--- src/sv/flv_pkg.sv ---
`timescale 1ns / 1ps
// ----------------------------------------------------------------------------
// FLV tag stream parser package
// Shared constants for the FLV parser: phase codes, event codes, error codes,
// header geometry and the byte values that the header checks compare against.
// ----------------------------------------------------------------------------
package flv_pkg;

    // Parser phases.
    localparam logic [2:0] PH_FILE_HDR  = 3'd0;
    localparam logic [2:0] PH_PREV_SIZE = 3'd1;
    localparam logic [2:0] PH_TAG_HDR   = 3'd2;
    localparam logic [2:0] PH_PAYLOAD   = 3'd3;
    localparam logic [2:0] PH_ERROR     = 3'd4;

    // Result event codes.
    localparam logic [2:0] EV_CONSUMED  = 3'd0;
    localparam logic [2:0] EV_FILE_OK   = 3'd1;
    localparam logic [2:0] EV_PREV_DONE = 3'd2;
    localparam logic [2:0] EV_TAG_OK    = 3'd3;
    localparam logic [2:0] EV_PAYLOAD   = 3'd4;
    localparam logic [2:0] EV_ERROR     = 3'd5;

    // Error codes.
    localparam logic [2:0] ERR_NONE      = 3'd0;
    localparam logic [2:0] ERR_SIGNATURE = 3'd1;
    localparam logic [2:0] ERR_FLAG_RSV  = 3'd2;
    localparam logic [2:0] ERR_OFFSET    = 3'd3;
    localparam logic [2:0] ERR_TAG_RSV   = 3'd4;
    localparam logic [2:0] ERR_TYPE      = 3'd5;
    localparam logic [2:0] ERR_STREAM_ID = 3'd6;
    localparam logic [2:0] ERR_STUCK     = 3'd7;

    // Header geometry: last byte index of each header kind.
    localparam int HDR_DEPTH = 11;
    localparam logic [3:0] FILE_HDR_LAST  = 4'd8;
    localparam logic [3:0] PREV_SIZE_LAST = 4'd3;
    localparam logic [3:0] TAG_HDR_LAST   = 4'd10;

    // Byte constants.
    localparam logic [7:0] SIG_F = 8'h46;
    localparam logic [7:0] SIG_L = 8'h4c;
    localparam logic [7:0] SIG_V = 8'h56;
    localparam logic [7:0] FLAG_RSV_HI   = 8'hf8;
    localparam logic [7:0] FLAG_RSV_LO   = 8'h02;
    localparam logic [7:0] TAG_RSV_MASK  = 8'hc0;
    localparam logic [7:0] VERSION_ONE   = 8'h01;
    localparam logic [31:0] DATA_OFFSET  = 32'h0000_0009;
    localparam logic [4:0] TYPE_AUDIO    = 5'h08;
    localparam logic [4:0] TYPE_VIDEO    = 5'h09;
    localparam logic [4:0] TYPE_SCRIPT   = 5'h12;

endpackage

--- src/sv/flv_tag_stream_parser.sv ---
`timescale 1ns / 1ps
// ----------------------------------------------------------------------------
// FLV tag stream parser
// Checks an FLV byte stream one byte per transaction: the file header, then
// records of previous-tag size, tag header and payload bytes.
// ----------------------------------------------------------------------------
// The result of an accepted byte is registered and offered the next cycle.
// Throughput: one byte per cycle; the parse state and the output register
// update together in each accepting cycle, so nothing limits the rate below
// one byte per clock while the result side keeps taking transactions.
// Reset: aresetn is synchronous and active low; it returns the parser to the
// file header phase, clears all latched fields and the latched error, and
// empties the output register.
// ----------------------------------------------------------------------------
module flv_tag_stream_parser (
    input  logic        aclk,
    input  logic        aresetn,
    input  logic        s_valid,
    output logic        s_ready,
    input  logic [7:0]  s_in_byte,
    output logic        m_valid,
    input  logic        m_ready,
    output logic [2:0]  m_event_res,
    output logic [2:0]  m_error_code,
    output logic [7:0]  m_version,
    output logic        m_has_audio,
    output logic        m_has_video,
    output logic [31:0] m_prior_tag_size,
    output logic        m_filter_flag,
    output logic [4:0]  m_tag_kind,
    output logic [23:0] m_payload_size,
    output logic [31:0] m_time_stamp,
    output logic [7:0]  m_payload_byte,
    output logic        m_payload_last
);

    // Parser state.
    logic [2:0]  phase_reg, phase_next;
    logic [3:0]  idx_reg, idx_next;
    logic [23:0] left_reg, left_next;
    logic [2:0]  err_reg, err_next;
    logic [7:0]  hdr_reg [0:flv_pkg::HDR_DEPTH-1];
    logic        hdr_we;

    // Latched header fields. They change only when a transaction is accepted
    // and already hold the values that belong to the result in the output
    // register, so they drive the result ports directly.
    logic [7:0]  version_reg, version_next;
    logic        audio_reg, audio_next;
    logic        video_reg, video_next;
    logic [31:0] prior_reg, prior_next;
    logic        filter_reg, filter_next;
    logic [4:0]  kind_reg, kind_next;
    logic [23:0] size_reg, size_next;
    logic [31:0] ts_reg, ts_next;

    // Output register for the per-byte part of the result.
    logic        valid_reg;
    logic [2:0]  event_reg, event_next;
    logic [2:0]  code_reg, code_next;
    logic [7:0]  pbyte_reg, pbyte_next;
    logic        plast_reg, plast_next;

    logic        accept;

    // Header checks. The byte being accepted is the last byte of the header,
    // so it is taken straight from the input rather than from storage.
    logic        sig_bad, flag_bad, off_bad;
    logic [31:0] data_offset;
    logic [4:0]  tag_type;
    logic        tag_rsv_bad, type_bad, sid_bad;
    logic [23:0] tag_size;

    // The output register can take a new result when it is empty or when its
    // current result leaves in this same cycle.
    assign s_ready = !valid_reg || m_ready;
    assign accept  = s_valid && s_ready;

    assign sig_bad     = (hdr_reg[0] != flv_pkg::SIG_F) || (hdr_reg[1] != flv_pkg::SIG_L)
                      || (hdr_reg[2] != flv_pkg::SIG_V);
    assign flag_bad    = ((hdr_reg[4] & flv_pkg::FLAG_RSV_HI) != 8'd0)
                      || ((hdr_reg[4] & flv_pkg::FLAG_RSV_LO) != 8'd0);
    assign data_offset = {hdr_reg[5], hdr_reg[6], hdr_reg[7], s_in_byte};
    assign off_bad     = (hdr_reg[3] == flv_pkg::VERSION_ONE)
                      && (data_offset != flv_pkg::DATA_OFFSET);

    assign tag_type    = hdr_reg[0][4:0];
    assign tag_rsv_bad = (hdr_reg[0] & flv_pkg::TAG_RSV_MASK) != 8'd0;
    assign type_bad    = (tag_type != flv_pkg::TYPE_SCRIPT) && (tag_type != flv_pkg::TYPE_VIDEO)
                      && (tag_type != flv_pkg::TYPE_AUDIO);
    assign sid_bad     = {s_in_byte, hdr_reg[9], hdr_reg[8]} != 24'd0;
    assign tag_size    = {hdr_reg[1], hdr_reg[2], hdr_reg[3]};

    always_comb begin
        phase_next   = phase_reg;
        idx_next     = idx_reg;
        left_next    = left_reg;
        err_next     = err_reg;
        version_next = version_reg;
        audio_next   = audio_reg;
        video_next   = video_reg;
        prior_next   = prior_reg;
        filter_next  = filter_reg;
        kind_next    = kind_reg;
        size_next    = size_reg;
        ts_next      = ts_reg;
        event_next   = flv_pkg::EV_CONSUMED;
        pbyte_next   = 8'd0;
        plast_next   = 1'b0;
        hdr_we       = 1'b0;

        case (phase_reg)
            flv_pkg::PH_FILE_HDR: begin
                hdr_we = idx_reg < 4'(flv_pkg::HDR_DEPTH);
                if (idx_reg >= flv_pkg::FILE_HDR_LAST) begin
                    idx_next = 4'd0;
                    // First fault in check order wins.
                    if (sig_bad) begin
                        err_next = flv_pkg::ERR_SIGNATURE;
                    end else if (flag_bad) begin
                        err_next = flv_pkg::ERR_FLAG_RSV;
                    end else if (off_bad) begin
                        err_next = flv_pkg::ERR_OFFSET;
                    end
                    if (sig_bad || flag_bad || off_bad) begin
                        phase_next = flv_pkg::PH_ERROR;
                        event_next = flv_pkg::EV_ERROR;
                    end else begin
                        version_next = hdr_reg[3];
                        audio_next   = hdr_reg[4][2];
                        video_next   = hdr_reg[4][0];
                        phase_next   = flv_pkg::PH_PREV_SIZE;
                        event_next   = flv_pkg::EV_FILE_OK;
                    end
                end else begin
                    idx_next = idx_reg + 4'd1;
                end
            end
            flv_pkg::PH_PREV_SIZE: begin
                hdr_we = idx_reg < 4'(flv_pkg::HDR_DEPTH);
                if (idx_reg >= flv_pkg::PREV_SIZE_LAST) begin
                    idx_next   = 4'd0;
                    prior_next = {hdr_reg[0], hdr_reg[1], hdr_reg[2], s_in_byte};
                    phase_next = flv_pkg::PH_TAG_HDR;
                    event_next = flv_pkg::EV_PREV_DONE;
                end else begin
                    idx_next = idx_reg + 4'd1;
                end
            end
            flv_pkg::PH_TAG_HDR: begin
                hdr_we = idx_reg < 4'(flv_pkg::HDR_DEPTH);
                if (idx_reg >= flv_pkg::TAG_HDR_LAST) begin
                    idx_next = 4'd0;
                    if (tag_rsv_bad) begin
                        err_next = flv_pkg::ERR_TAG_RSV;
                    end else if (type_bad) begin
                        err_next = flv_pkg::ERR_TYPE;
                    end else if (sid_bad) begin
                        err_next = flv_pkg::ERR_STREAM_ID;
                    end
                    if (tag_rsv_bad || type_bad || sid_bad) begin
                        phase_next = flv_pkg::PH_ERROR;
                        event_next = flv_pkg::EV_ERROR;
                    end else begin
                        // The timestamp's extended byte is its upper eight bits.
                        ts_next     = {hdr_reg[7], hdr_reg[4], hdr_reg[5], hdr_reg[6]};
                        size_next   = tag_size;
                        kind_next   = tag_type;
                        filter_next = hdr_reg[0][5];
                        left_next   = tag_size;
                        // An empty tag goes straight to the next size word.
                        phase_next  = (tag_size == 24'd0) ? flv_pkg::PH_PREV_SIZE
                                                          : flv_pkg::PH_PAYLOAD;
                        event_next  = flv_pkg::EV_TAG_OK;
                    end
                end else begin
                    idx_next = idx_reg + 4'd1;
                end
            end
            flv_pkg::PH_PAYLOAD: begin
                event_next = flv_pkg::EV_PAYLOAD;
                pbyte_next = s_in_byte;
                if (left_reg <= 24'd1) begin
                    left_next  = 24'd0;
                    plast_next = 1'b1;
                    idx_next   = 4'd0;
                    phase_next = flv_pkg::PH_PREV_SIZE;
                end else begin
                    left_next = left_reg - 24'd1;
                end
            end
            flv_pkg::PH_ERROR: begin
                event_next = flv_pkg::EV_ERROR;
            end
            default: begin
                err_next   = flv_pkg::ERR_STUCK;
                phase_next = flv_pkg::PH_ERROR;
                event_next = flv_pkg::EV_ERROR;
            end
        endcase

        code_next = (event_next == flv_pkg::EV_ERROR) ? err_next : flv_pkg::ERR_NONE;
    end

    always_ff @(posedge aclk) begin
        if (!aresetn) begin
            phase_reg   <= flv_pkg::PH_FILE_HDR;
            idx_reg     <= 4'd0;
            left_reg    <= 24'd0;
            err_reg     <= flv_pkg::ERR_NONE;
            version_reg <= 8'd0;
            audio_reg   <= 1'b0;
            video_reg   <= 1'b0;
            prior_reg   <= 32'd0;
            filter_reg  <= 1'b0;
            kind_reg    <= 5'd0;
            size_reg    <= 24'd0;
            ts_reg      <= 32'd0;
            valid_reg   <= 1'b0;
        end else begin
            if (accept) begin
                phase_reg   <= phase_next;
                idx_reg     <= idx_next;
                left_reg    <= left_next;
                err_reg     <= err_next;
                version_reg <= version_next;
                audio_reg   <= audio_next;
                video_reg   <= video_next;
                prior_reg   <= prior_next;
                filter_reg  <= filter_next;
                kind_reg    <= kind_next;
                size_reg    <= size_next;
                ts_reg      <= ts_next;
                valid_reg   <= 1'b1;
            end else if (m_ready) begin
                valid_reg <= 1'b0;
            end
        end
    end

    // Payload registers: header byte store and the per-byte result fields.
    always_ff @(posedge aclk) begin
        if (accept) begin
            if (hdr_we) begin
                hdr_reg[idx_reg] <= s_in_byte;
            end
            event_reg <= event_next;
            code_reg  <= code_next;
            pbyte_reg <= pbyte_next;
            plast_reg <= plast_next;
        end
    end

    assign m_valid          = valid_reg;
    assign m_event_res      = event_reg;
    assign m_error_code     = code_reg;
    assign m_version        = version_reg;
    assign m_has_audio      = audio_reg;
    assign m_has_video      = video_reg;
    assign m_prior_tag_size = prior_reg;
    assign m_filter_flag    = filter_reg;
    assign m_tag_kind       = kind_reg;
    assign m_payload_size   = size_reg;
    assign m_time_stamp     = ts_reg;
    assign m_payload_byte   = pbyte_reg;
    assign m_payload_last   = plast_reg;

endmodule

--- config.mk ---
export PLATFORM = sky130hd
export DESIGN_NAME = flv_tag_stream_parser
export DESIGN_NICKNAME = d
export VERILOG_FILES = /design/src/sv/flv_pkg.sv /design/src/sv/flv_tag_stream_parser.sv
export SDC_FILE = /design/constraint.sdc
export NUM_CORES = 1
export LEC_CHECK = 0
export BUFFER_PORTS_ARGS = -buffer_cell sky130_fd_sc_hd__buf_2
export CAP_MARGIN = 25
export CORE_ASPECT_RATIO = 1.5
export CORE_UTILIZATION = 57
export DETAILED_ROUTE_END_ITERATION = 7
export GPL_TIMING_DRIVEN = 0
export PLACE_DENSITY = 0.86
export SYNTH_ARGS = -nofsm -noshare
export SYNTH_HDL_FRONTEND = slang
export SYNTH_SLANG_ARGS = --single-unit
--- constraint.sdc ---
create_clock -name aclk -period 3.5 [get_ports aclk]
set_clock_uncertainty 0.2 [all_clocks]
set_input_delay 1.05 -clock aclk [delete_from_list [all_inputs] [get_ports aclk]]
set_output_delay 1.05 -clock aclk [all_outputs]
set_load 0.02 [all_outputs]
; ---- After elaboration in Yosys (flattened, before gate mapping)
; Memories as Yosys holds them, arrays and structs flattened.
; Index checks and enable logic that the tools add are counted.
[word_totals]
reg_bits = 154
ram_bits = 88
in_bits = 12
word_cells = 114
mem_count = 1
[mem_list]
columns = memory, words, word_bits, rd, rd_clocked_by_memory_dff, write_ports, line_no
row1 = hdr_reg, 11, 8, 10, 0, 1, flv_tag_stream_parser.sv:42  ; logic [7:0] hdr_reg [0:flv_pkg::HDR_DEPTH-1];
[classes]
add_sub_neg = 2
magnitude_cmp = 5
n_eq_ne = 18
mux = 39
n_bitwise = 3
reduce_logical = 29
[op_table]
columns = operator, count
row1 = $mux W24, 3
row2 = $mux W3, 18
row3 = $pmux W24 S2, 1
row4 = $ne A32 B4 Y1 const B, 1
row5 = $le A24 B1 Y1 const B, 1
row6 = $logic_not A24 Y1, 1
row7 = $ne A8 B7 Y1 const B, 3
row8 = $reduce_bool A24 Y1, 1
row9 = $sub A24 B1 Y24 const B, 1
row10 = $mux W4, 4
row11 = $pmux W4 S4, 1
row12 = $reduce_bool A8 Y1, 2
row13 = $pmux W3 S5, 1
row14 = $pmux W3 S4, 1
row15 = $reduce_and A4 Y1, 3
row16 = $ne A2 B2 Y1 const B, 5
row17 = $ne A5 B4 Y1 const B, 2
row18 = $pmux W3 S3, 1
row19 = $eq A8 B1 Y1 const B, 1
row20 = $ge A4 B4 Y1 const B, 2
row21 = $logic_or A1 B1 Y1, 8
row22 = $mux W1, 7
row23 = $eq A3 B2 Y1 const B, 2
row24 = $eq A3 B3 Y1 const B, 2
row25 = other kinds (15), 24

; ---- Longest topological paths before layout
; An unclocked memory read counts as a cell.
[logic_depth]
ltp_word = 10
ltp_mapped = 9

; ---- Worst setup path after synthesis
; OpenSTA, ideal clock, no wires.
[synth_path]
path_kind = input to register
start = input port m_ready
end = memory hdr_reg[0][0], enable pin
setup_time_ns = 0.395
arrival_ns = 2.924
setup_slack_ns = -0.018
stages = 5
n_path_buf = 0
path_cell_list = nand2b_1 nand2_2 clkinv_1 nand2_1 nor4_1
[synth_between]
elab_chain_cells = 4
[synth_lines]
columns = element, line_no
row1 = start: declaration, flv_tag_stream_parser.sv:22  ; input logic m_ready,
row2 = $logic_or A1 B1 Y1, flv_tag_stream_parser.sv:76  ; assign s_ready = !valid_reg || m_ready;
row3 = $logic_and A1 B1 Y1, flv_tag_stream_parser.sv:77  ; assign accept = s_valid && s_ready;
row4 = named net accept, flv_tag_stream_parser.sv:64  ; logic accept;
row5 = $mux W1, flv_tag_stream_parser.sv:243  ; if (accept) begin
row6 = $mux W1 (not written as such), flv_tag_stream_parser.sv:245  ; hdr_reg[idx_reg] <= s_in_byte;
row7 = end: declaration, flv_tag_stream_parser.sv:42
; The timed path passes the listed nets, and every way through them passes these cells.

; ---- Worst setup path after layout
[layout_path]
start = input port m_ready
end = memory hdr_reg[5][7], enable pin
; The elaborated chain is that of the path after synthesis.

==> key figures <==
Place
  – Pre-CTS setup slack: -438.6 ps
  – Buffers on Ports: approximately 130
  – Final HPWL DP: about 19 mm
  – RePlAce Congestion: slightly below 1

Flow run
  – Maxcap violations: 0

CTS
  – H-tree depth: 1
  – Clock Sink Count: roughly 230
  – Clock Latency Late Sink: a little over 500 ps
  – Clock Tree Root: clkbuf_16
  – Post-CTS Setup Inserts: 0
  – Clock-pin transition on the worst setup and hold timing paths: ~60 ps
  – Num CTS Buffers: 22
  – Clock buffer depth: 3
  – CTS tree: built

Global routing
  – First-pass GRT wire length: about 42 mm
  – Pin count of the biggest net entering global routing: 24
  – Total track usage: 31.91%
  – Initial antenna violation count: 0
  – Vias in the first global route: approximately 7900
  – Global route overflow: 0

Timing
  – Rel. slew slack: a little under two fifths
  – Worst setup margin: between 150 and 200 ps
  – Max frequency: about 300 MHz
  – Unrepaired setup endpoints after global routing: false
  – Final hold vios: 0
  – Final worst-path cycle share: 94.93%
  – Setup-failing EPs final: 0
  – Period minus WS final: approximately 3300 ps
  – Worst-margin pin slew: about 900 ps
  – Hold_ws: 247.4 ps
  – Max Slew Vio Count: 0

Detailed routing
  – Routed WL: ~28 mm
  – Initial DRC count: about 730
  – Avg Vias per Cell: slightly above 6
  – Drt pass-1 iters: 5
  – Wire per inst: 20.75 microns
  – ANT nets after route: 0
  – Vias: roughly 8100
  – DRC viols: 0

Floorplan
  – Row cnt: 57
  – Die Footprint: approximately 17000 sq um
  – Initial core utilization: around three fifths
  – Die Height: between 150 and 200 microns
  – Io pins: about 130
  – Die W: 107.5 microns
  – Std-Cell Core Area: roughly 16000 sq um

Cells and area
  – Area delta synth->final: 18.02%
  – Fill count: approximately 1200
  – Fraction of layout cells with a size suffix above 1: 18.79%
  – Max reg flops: 80
  – Final net count: ~1100
  – Util after Layout: ~70%
  – Antenna diode count: 0

Yosys
  – Main synth FF type: dfxtp_1
  – Syn avg cell area: 9.962 sq um
  – Post-synth EDFFs: between 90 and 100
  – Syn nets: ~970
  – Yosys reg bits: about 230
  – Mapped Area: 9514 sq um
  – Sequential share of the synthesized area: 59.23%
  – Unique masters post-synth: 80
  – Post-synth ARST share: 0%
  – Syn. warnings: 0
  – Mapped Cells: around 960

Power
  – Design Power: between 5 and 6 mW
  – Maximum VDD drop: ~0.42 mV
  – Power per cell area: 499.0 nW/um^2
  – Leakage: 4.133 nW

Worst setup path
  – WS Path Type: in2reg
  – Critical Path End Type: flip-flop
  – CP required: around 3500 ps
  – Crit start category: input port
  – Crit path DAT: 3270 ps
  – Crit Path Max Fanout: 23
  – Reg2Reg Depth: 6

Min path
  – Hold Path Depth: 2
  – Worst hold path type: reg2reg

Status
  – Status: completed
metrics by stage:
step	setup TNS (ps)	std cells	instance area, sq um
finish	0	1334	11230
global route	0	1334	11230
CTS	0	1332	11210
detailed placement	-32290	1293	10450
global placement	-30150	1293	10430
floorplan	-291.1	955	9514
cell type report:
| type | count | area [sq um] | share of cell area, % |
|---|---|---|---|
| sequential | 234 | 5635 | 50.19 |
| multi-input combinational | 652 | 3528 | 31.42 |
| timing repair buffer | 134 | 673.1 | 5.995 |
| clock buffer | 27 | 600.6 | 5.349 |
| buffer | 58 | 321.6 | 2.864 |
| tap | 206 | 257.7 | 2.296 |
| clock inverter | 12 | 166.4 | 1.482 |
| inverter | 11 | 45.04 | 0.4012 |
cell usage after synthesis (9+ instances only):
| master | n | area [sq um] |
|---|---|---|
| a211oi_1 | 11 | 82.58 |
| a21oi_1 | 128 | 640.6 |
| and3_1 | 11 | 68.82 |
| clkbuf_1 | 32 | 120.1 |
| dfxtp_1 | 139 | 2783 |
| edfxtp_1 | 95 | 2853 |
| inv_1 | 9 | 33.78 |
| mux2i_1 | 11 | 110.1 |
| nand2_1 | 229 | 859.6 |
| nand3_1 | 9 | 45.04 |
| nand4_1 | 10 | 62.56 |
| nor2_1 | 46 | 172.7 |
| nor3_1 | 30 | 150.1 |
| nor4_1 | 22 | 137.6 |
| o21ai_0 | 19 | 95.09 |
critical path, cell delays in order:
cell and delay (ps):
buf_2 90, nand2b_1 240, nand2_2 270, clkinvlp_4 480, nand2_1 240, nor3b_1 420
and2_1 470
routing by layer:
layer / GRT usage, % / vias to the layer above / wire [microns]
met3: 4.163 / 91 / 1958
met4: 15.44 / 0 / 1268
met2: 56.59 / 396 / 14530
li1: - / 3720 / -
met1: 37.46 / 3905 / 9925
met5: 0 / - / 0
timing repair:
item / in CTS / in global routing
endpoints found under the setup margin: 0 / 48
hold buffers: 0 / 0
hold endpoints to repair: 0 / 0
resized for setup: 0 / 1
power breakdown:
group	switching, mW	internal [mW]	total (mW)
registers	0.0323	2.87	2.90
clock network	1.02	1.52	2.53
logic	0.131	0.0396	0.171
path summary, 6_finish.rpt:
path	startpoint	to	slack, ps
min	m_time_stamp[20]$_SDFFE_PN0P_	m_time_stamp[20]$_SDFFE_PN0P_	250
min reg2reg	m_time_stamp[20]$_SDFFE_PN0P_	m_time_stamp[20]$_SDFFE_PN0P_	250
max	m_ready	hdr_reg[5][7]$_DFFE_PP_	180
max reg2reg	m_valid$_SDFFE_PN0P_	hdr_reg[5][7]$_DFFE_PP_	510
cell families after synthesis:
group	synth area share, %
buf+inv	3.814
simple gates	21.04
flops	59.23
mux	1.157
fa+ha+maj	0.7890
compound gates	13.41
xor+xnor	0.5523
placed cells by master (no fill, tap or decap), types with 19 or more instances in the layout:
| cell | Yosys | final |
|---|---|---|
| nand2_1 | 229 | 229 |
| buf_2 | 7 | 140 |
| dfxtp_1 | 139 | 139 |
| a21oi_1 | 128 | 128 |
| edfxtp_1 | 95 | 95 |
| nor2_1 | 46 | 46 |
| clkbuf_1 | 32 | 35 |
| nor3_1 | 30 | 30 |
| clkbuf_16 | 0 | 23 |
| nor4_1 | 22 | 20 |
| o21ai_0 | 19 | 19 |
No activity file was read; power rests on OpenSTA's default activity.
